`config.mk`:
```
export PLATFORM = sky130hd
export DESIGN_NAME = hls_ctrl
export DESIGN_NICKNAME = d
export VERILOG_FILES = /design/src/sv/hls_pkg.sv /design/src/sv/hls_ctrl.sv
export SDC_FILE = /design/constraint.sdc
export NUM_CORES = 1
export LEC_CHECK = 0
export ABC_AREA = 1
export BUFFER_PORTS_ARGS = -buffer_cell sky130_fd_sc_hd__buf_4
export CAP_MARGIN = 40
export CELL_PAD_IN_SITES_DETAIL_PLACEMENT = 1
export CELL_PAD_IN_SITES_GLOBAL_PLACEMENT = 1
export CORE_MARGIN = 2
export CORE_UTILIZATION = 42
export CTS_BUF_LIST = sky130_fd_sc_hd__clkbuf_2
export DETAILED_ROUTE_END_ITERATION = 6
export GPL_TIMING_DRIVEN = 1
export PLACE_DENSITY_LB_ADDON = 0.1
export SYNTH_ARGS = -nofsm -noshare
export SYNTH_HDL_FRONTEND = slang
export SYNTH_SLANG_ARGS = --single-unit
```
`constraint.sdc`:
```
create_clock -name clk -period 3.1 [get_ports clk]
set_input_delay 0.31 -clock clk [delete_from_list [all_inputs] [get_ports clk]]
set_output_delay 0.31 -clock clk [all_outputs]
set_load 0.01 [all_outputs]
```
`src/sv/hls_pkg.sv`:
```
// Package: types and constants for the heightmap line-of-sight block.
package hls_pkg;

	localparam int MAX_COLS  = 512;
	localparam int MAX_ROWS  = 512;
	localparam int ELEV_BITS = 8;
	localparam int COL_BITS  = $clog2(MAX_COLS);
	localparam int ROW_BITS  = $clog2(MAX_ROWS);
	localparam int ADDR_BITS = COL_BITS + ROW_BITS;
	localparam int DEPTH     = MAX_COLS * MAX_ROWS;

	localparam logic [1:0] REG_VIEWER_X   = 2'd0;
	localparam logic [1:0] REG_VIEWER_Y   = 2'd1;
	localparam logic [1:0] REG_MAP_WIDTH  = 2'd2;
	localparam logic [1:0] REG_MAP_HEIGHT = 2'd3;

	localparam logic CMD_WRITE = 1'b0;
	localparam logic CMD_QUERY = 1'b1;

	typedef struct packed {
		logic       command;
		logic [8:0] cell_x;
		logic [8:0] cell_y;
		logic [7:0] elevation;
	} in_item_t;

	typedef struct packed {
		logic [8:0] query_x;
		logic [8:0] query_y;
		logic       visible;
		logic       bad_coord;
	} out_item_t;

	// Controller to datapath commands.
	typedef struct packed {
		logic load;      // capture request and set up the walk
		logic wr_mem;    // store the request's elevation
		logic rd_view;   // read viewer elevation
		logic rd_targ;   // read target elevation
		logic step;      // advance the point counter and read that point
		logic cmp;       // compare the point read last
		logic finish;    // latch the result
	} dp_cmd_t;

	typedef struct packed {
		logic is_query;
		logic in_map;    // write target inside the map
		logic direct;    // query answered without a walk
		logic walk_done; // next counter value reaches D
		logic hidden;    // comparison found a blocker
	} dp_stat_t;

endpackage

```
`src/sv/hls_ctrl.sv`:
```
// Controller: sequences writes and the line walk of each query.
module hls_ctrl import hls_pkg::*; (
	input  logic     clk,
	input  logic     arst_n,
	input  logic     in_valid,
	output logic     in_stall,
	input  logic     out_stall,
	output logic     out_valid,
	input  dp_stat_t stat,
	output dp_cmd_t  cmd
);

	typedef enum logic [7:0] {
		ST_IDLE  = 8'b0000_0001,
		ST_DECO  = 8'b0000_0010,
		ST_VIEW  = 8'b0000_0100,
		ST_TARG  = 8'b0000_1000,
		ST_WALK  = 8'b0001_0000,
		ST_DRAIN = 8'b0010_0000,
		ST_DONE  = 8'b0100_0000,
		ST_OUT   = 8'b1000_0000
	} state_t;

	state_t state_q, state_n;
	logic [1:0] drain_q;
	logic out_valid_q;

	assign in_stall  = (state_q != ST_IDLE);
	assign out_valid = out_valid_q;

	always_comb begin
		cmd = '0;
		state_n = state_q;
		unique case (state_q)
			ST_IDLE: begin
				cmd.load = in_valid;
				if (in_valid)
					state_n = ST_DECO;
			end
			ST_DECO: begin
				priority if (!stat.is_query) begin
					cmd.wr_mem = stat.in_map;
					state_n = ST_IDLE;
				end else if (stat.direct)
					state_n = ST_DONE;
				else begin
					cmd.rd_view = 1'b1;
					state_n = ST_VIEW;
				end
			end
			ST_VIEW: begin
				cmd.rd_targ = 1'b1;
				state_n = ST_TARG;
			end
			ST_TARG: begin
				state_n = stat.walk_done ? ST_DRAIN : ST_WALK;
				cmd.step = !stat.walk_done;
			end
			ST_WALK: begin
				cmd.cmp = 1'b1;
				priority if (stat.hidden)
					state_n = ST_DONE;
				else if (stat.walk_done)
					state_n = ST_DRAIN;
				else
					cmd.step = 1'b1;
			end
			ST_DRAIN: begin
				cmd.cmp = 1'b1;
				if (drain_q == 2'd3 || stat.hidden)
					state_n = ST_DONE;
			end
			ST_DONE: begin
				cmd.finish = 1'b1;
				state_n = ST_OUT;
			end
			ST_OUT: begin
				if (!out_stall)
					state_n = ST_IDLE;
			end
			default: state_n = ST_IDLE;
		endcase
	end

	always_ff @(posedge clk or negedge arst_n) begin
		if (!arst_n) begin
			state_q     <= ST_IDLE;
			drain_q     <= 2'd0;
			out_valid_q <= 1'b0;
		end else begin
			state_q <= state_n;
			drain_q <= (state_q == ST_DRAIN) ? drain_q + 2'd1 : 2'd0;
			if (state_q == ST_DONE)
				out_valid_q <= 1'b1;
			else if (out_valid_q && !out_stall)
				out_valid_q <= 1'b0;
		end
	end

endmodule

```
* Word-level counts from Yosys, hierarchy flattened
Cells that the tools add are included.
** Word-level totals
- Bits in registers :: 11
- Bits of input ports :: 9
- Output and inout port bits :: 9
- Word-level logic and storage cells :: 48
** Cells by class
- Add/sub/neg operators :: 1
- Equality and inequality tests :: 14
- Mux-type cells :: 23
- Reductions and logical operators :: 7
** Operator list (number)
- $pmux W8 S8 :: 1
- $mux W8 :: 6
- $mux W1 :: 11
- $eq A8 B1 Y1 const B :: 1
- $eq A8 B2 Y1 const B :: 1
- $eq A8 B3 Y1 const B :: 1
- $eq A8 B4 Y1 const B :: 1
- $eq A8 B5 Y1 const B :: 1
- $eq A8 B6 Y1 const B :: 1
- $eq A8 B7 Y1 const B :: 1
- $eq A8 B8 Y1 const B :: 1
- $ne A8 B1 Y1 const B :: 1
- $mux W7 :: 1
- $mux W6 :: 1
- $ne A2 B2 Y1 const B :: 3
- $mux W2 :: 2
- $reduce_and A4 Y1 :: 1
- $ne A3 B3 Y1 const B :: 1
- $add A2 B1 Y2 const B :: 1
- $eq A2 B2 Y1 const B :: 1
- $logic_not A1 Y1 :: 2
- $pmux W1 S2 :: 1
- $reduce_bool A2 Y1 :: 1
- $reduce_or A2 Y1 :: 1
- other kinds (2) :: 2

* Logic depth before layout (Yosys ltp)
- Depth in word-level cells :: 4
- Depth in mapped cells :: 10
- Depth with buffers taken out :: 10

* Worst setup path before layout
Ideal clock, no wire load.
- Path type :: reg-to-output
- Start point :: register state_q[0]
- End point :: output cmd[6] (netlist bit)
- Arrival :: 1.008 ns
- Required time :: 2.790 ns
- Setup slack :: 1.782 ns
- Stages on the path, launching flop included :: 5
- Buffers on the path :: 0
- Cell sequence :: dfstp_2 > nand2_1 > nor2_1 > nand2_2 > nor2_1
** RTL lines
- start: declaration :: line hls_ctrl.sv:24 : state_t state_q, state_n;
- start signal: assignment :: line hls_ctrl.sv:91 : state_q <= state_n;
- end: declaration :: line hls_ctrl.sv:10 : output dp_cmd_t cmd

==> metrics.json <==
{
  "finish": {
    "area.growth.synth_to_final_pct": 25.2,
    "layout_commonest_cell": "sky130_fd_sc_hd__nand2_1",
    "final_core_utilization_pct": 55.0,
    "final_net_count": 130,
    "fin_area_um2": 940,
    "layout-drive-gt1-share_pct": 41.2,
    "n_diodes": 0,
    "commonest_non_fill_non_tap_cells_in_the_layout": "sky130_fd_sc_hd__nand2_1, sky130_fd_sc_hd__buf_4, sky130_fd_sc_hd__nor2_1"
  },
  "power_and_ir_drop": {
    "sequentialPowerShare_pct": 34.3,
    "power_frac_clock_pct": 17.3,
    "leakagePower_nw": 0.555,
    "p_int_mw": 0.293,
    "ir_drop_uv": 261,
    "switching_power_mw": 0.225,
    "power_per_cell_area_nw_per_um2": 551,
    "total_power_mw": 0.518,
    "power_switching_share_pct": 43.5,
    "power.share.combinational_pct": 48.4
  },
  "synth": {
    "synth_top_area_share_pct": 33.3,
    "adder_cell_fraction_of_synth_area_pct": 1.67,
    "synth_compound_area_share_pct": 3.83,
    "synth_top_family_by_area": "simple AND/OR/NAND/NOR gates",
    "post_synth_xor_area_fraction_pct": 0,
    "yosys.cell_types.count": 17,
    "synth_area_leaders": "sky130_fd_sc_hd__dfrtp_1, sky130_fd_sc_hd__nand2_4, sky130_fd_sc_hd__nand2_1",
    "syn-instance-count": 97,
    "syn-mean-instance-area_um2": 7.74,
    "synth_largest_area_cell": "sky130_fd_sc_hd__dfrtp_1",
    "synth_nets": 107,
    "synth.cell_area_um2": 751,
    "post_synthesis_share_of_cell_area_spent_on_and_or_nand_and_nor_gates_pct": 49.2,
    "seq_area_frac_synth_pct": 36.8,
    "yosysWarningCount": 0,
    "synthMuxAreaShare_pct": 0,
    "yosys_register_bits": 11
  },
  "global_routing": {
    "grt_pass1_wl_um": 2930,
    "antenna_found_initial": 0,
    "largest_net_degree_at_the_start_of_global_routing": 12,
    "grt_pass1_vias": 705,
    "track_usage_pct": 19.7,
    "grt_overflow": 0
  },
  "critical_path": {
    "crit_required_ns": 2.79,
    "timing.critical_path.from": "state_q[6]",
    "worst_setup_path_end_kind": "primary output",
    "timing.rr.start": "state_q[0]",
    "r2r_setup_slack_ns": 1.74,
    "worst-path-max-fanout": 3,
    "worstPathArrival_ns": 1.46,
    "crit_type": "register to primary output",
    "startpoint_type": "register"
  },
  "drt": {
    "routed_wirelength_um": 1760,
    "wl_met3_um": 62,
    "route.detailed.vias_per_inst": 4.85,
    "topRoutingLayerUsed": "met4",
    "met1_length_um": 716,
    "routed-wl-met2_um": 954,
    "dr_total_vias": 699,
    "detail-route-antenna-nets": 0,
    "dr.pass1.iters": 4,
    "first_iter_violations": 5,
    "wl_per_cell_um": 12.2,
    "drt_drc_violations_left": 0
  },
  "clocking": {
    "post_cts_buffers": 0,
    "clk_root_buffer_cell": "sky130_fd_sc_hd__clkbuf_2",
    "post_cts_resized": 0,
    "cts_tree": "done",
    "clock_tree.htree_level_count": 1,
    "clockBufferDepth": 2,
    "clk_latency_ns": 0.27,
    "total_clock_sinks": 11,
    "cts_buffers": 3,
    "worst_setup_hold_path_clk_slew_ns": 0.13
  },
  "floorplan": {
    "top_level_ports": 18,
    "dieArea_um2": 2140,
    "die_ht_um": 46.3,
    "coreArea_um2": 1710,
    "start_util_pct": 44.0,
    "num_rows": 15,
    "die_x_extent_um": 46.3
  },
  "min_path": {
    "worst_hold_startpoint": "stat[2]",
    "worst_hold_path_type": "input port to register"
  },
  "sta": {
    "fin_setup_tns_ns": 0,
    "max_slew.worst_pin.slew_ns": 0.210,
    "timing.clock.skew_ns": 0.00309,
    "timing.final.hold_violations": 0,
    "final.hold.worst_slack_ns": 0.198,
    "rsz0062_at_grt": "false",
    "max_clock_freq_mhz": 564,
    "finalCriticalPeriod_ns": 1.77,
    "maxSlewViolCount": 0,
    "post-route-period-util_pct": 57.2,
    "relSlewSlack_pct": 86.0,
    "timing.final.setup_violations": 0
  },
  "place": {
    "hpwl_um": 1440,
    "io_buffers": 17,
    "place.gp.congestion": 0.729,
    "postPlaceCellArea_um2": 910
  },
  "outcome": {
    "status": "finished, final reports clean"
  },
  "flow_run": {
    "maxCapViolCount": 0
  }
}
## worst paths after layout
path | to | depth (start not counted)
min | state_q[2] | 2
max | cmd[2] | 6
max in group asynchronous | state_q[0] | 2
max reg2reg | state_q[0] | 10
min in group asynchronous | drain_q[1] | 2
min reg2reg | drain_q[0] | 1
## area by class of cell
type,instances,area (um^2)
clock buffer,4,20.0
inverter,17,63.8
sequential,11,277
timing repair buffer,18,138
multi-input combinational,69,410
fill,226,768
tap,25,31.3
## synth_stat cells
library cell and n:
sky130_fd_sc_hd__nand2_1 21, sky130_fd_sc_hd__nor2_1 14, sky130_fd_sc_hd__dfrtp_1 10, sky130_fd_sc_hd__inv_1 9
sky130_fd_sc_hd__inv_2 8, sky130_fd_sc_hd__nand2_4 8, sky130_fd_sc_hd__nand3_1 6, sky130_fd_sc_hd__nor2_2 5
sky130_fd_sc_hd__nand2_2 3, sky130_fd_sc_hd__nor3_1 3, sky130_fd_sc_hd__o21ai_0 3, sky130_fd_sc_hd__nor2_8 2
sky130_fd_sc_hd__dfstp_2 1, sky130_fd_sc_hd__ha_1 1, sky130_fd_sc_hd__nand4_2 1, sky130_fd_sc_hd__o21a_1 1
sky130_fd_sc_hd__o22ai_1 1
## cell families after synthesis
family          after synthesis
simple gates                 63
buf+inv                      17
fa+ha+maj                     1
compound gates                5
flops                        11
## per-layer routing
metal	up-vias	GRT usage, %
met3	5	3.53
met2	18	35.3
met5	-	0
li1	339	-
met1	337	23.3
met4	0	6.86
## through the flow
| step | setup WS [ns] | std cells |
|---|---|---|
| global placement | 1.68 | 139 |
| detailed placement | 1.65 | 139 |
| CTS | 1.33 | 144 |
| finish | 1.33 | 144 |
| global route | 1.21 | 144 |
| floorplan | 1.78 | 97 |
## sequential cells by signal, summed over array words and instances, names as in the netlist
register	count
out_valid	1
drain_q	2
state_q	8
## critical path, cell delays in order (launching register included)
cell and delay (ns):
sky130_fd_sc_hd__dfrtp_1 0.42, sky130_fd_sc_hd__inv_2 0.09, sky130_fd_sc_hd__nand2_4 0.08, sky130_fd_sc_hd__nor2_2 0.19, sky130_fd_sc_hd__nand4_2 0.15, sky130_fd_sc_hd__o21ai_0 0.11
sky130_fd_sc_hd__buf_4 0.15
## what timing repair did
item / 4_1_cts / 5_1_grt
hold endpoints to repair: 10 / 0
endpoints found under the setup margin: 0 / 0
hold buffers: 1 / 0
## power by group through the flow
| stage | sequential [mW] | clock, mW | combinational [mW] |
|---|---|---|---|
| floorplan | 0.178 | 0 | 0.179 |
| global placement | 0.181 | 0 | 0.240 |
| detailed placement | 0.180 | 0 | 0.246 |
| CTS | 0.178 | 0.0892 | 0.254 |
| global route | 0.180 | 0.0942 | 0.275 |
| finish | 0.178 | 0.0894 | 0.251 |
(Power assumes the default switching activity.)
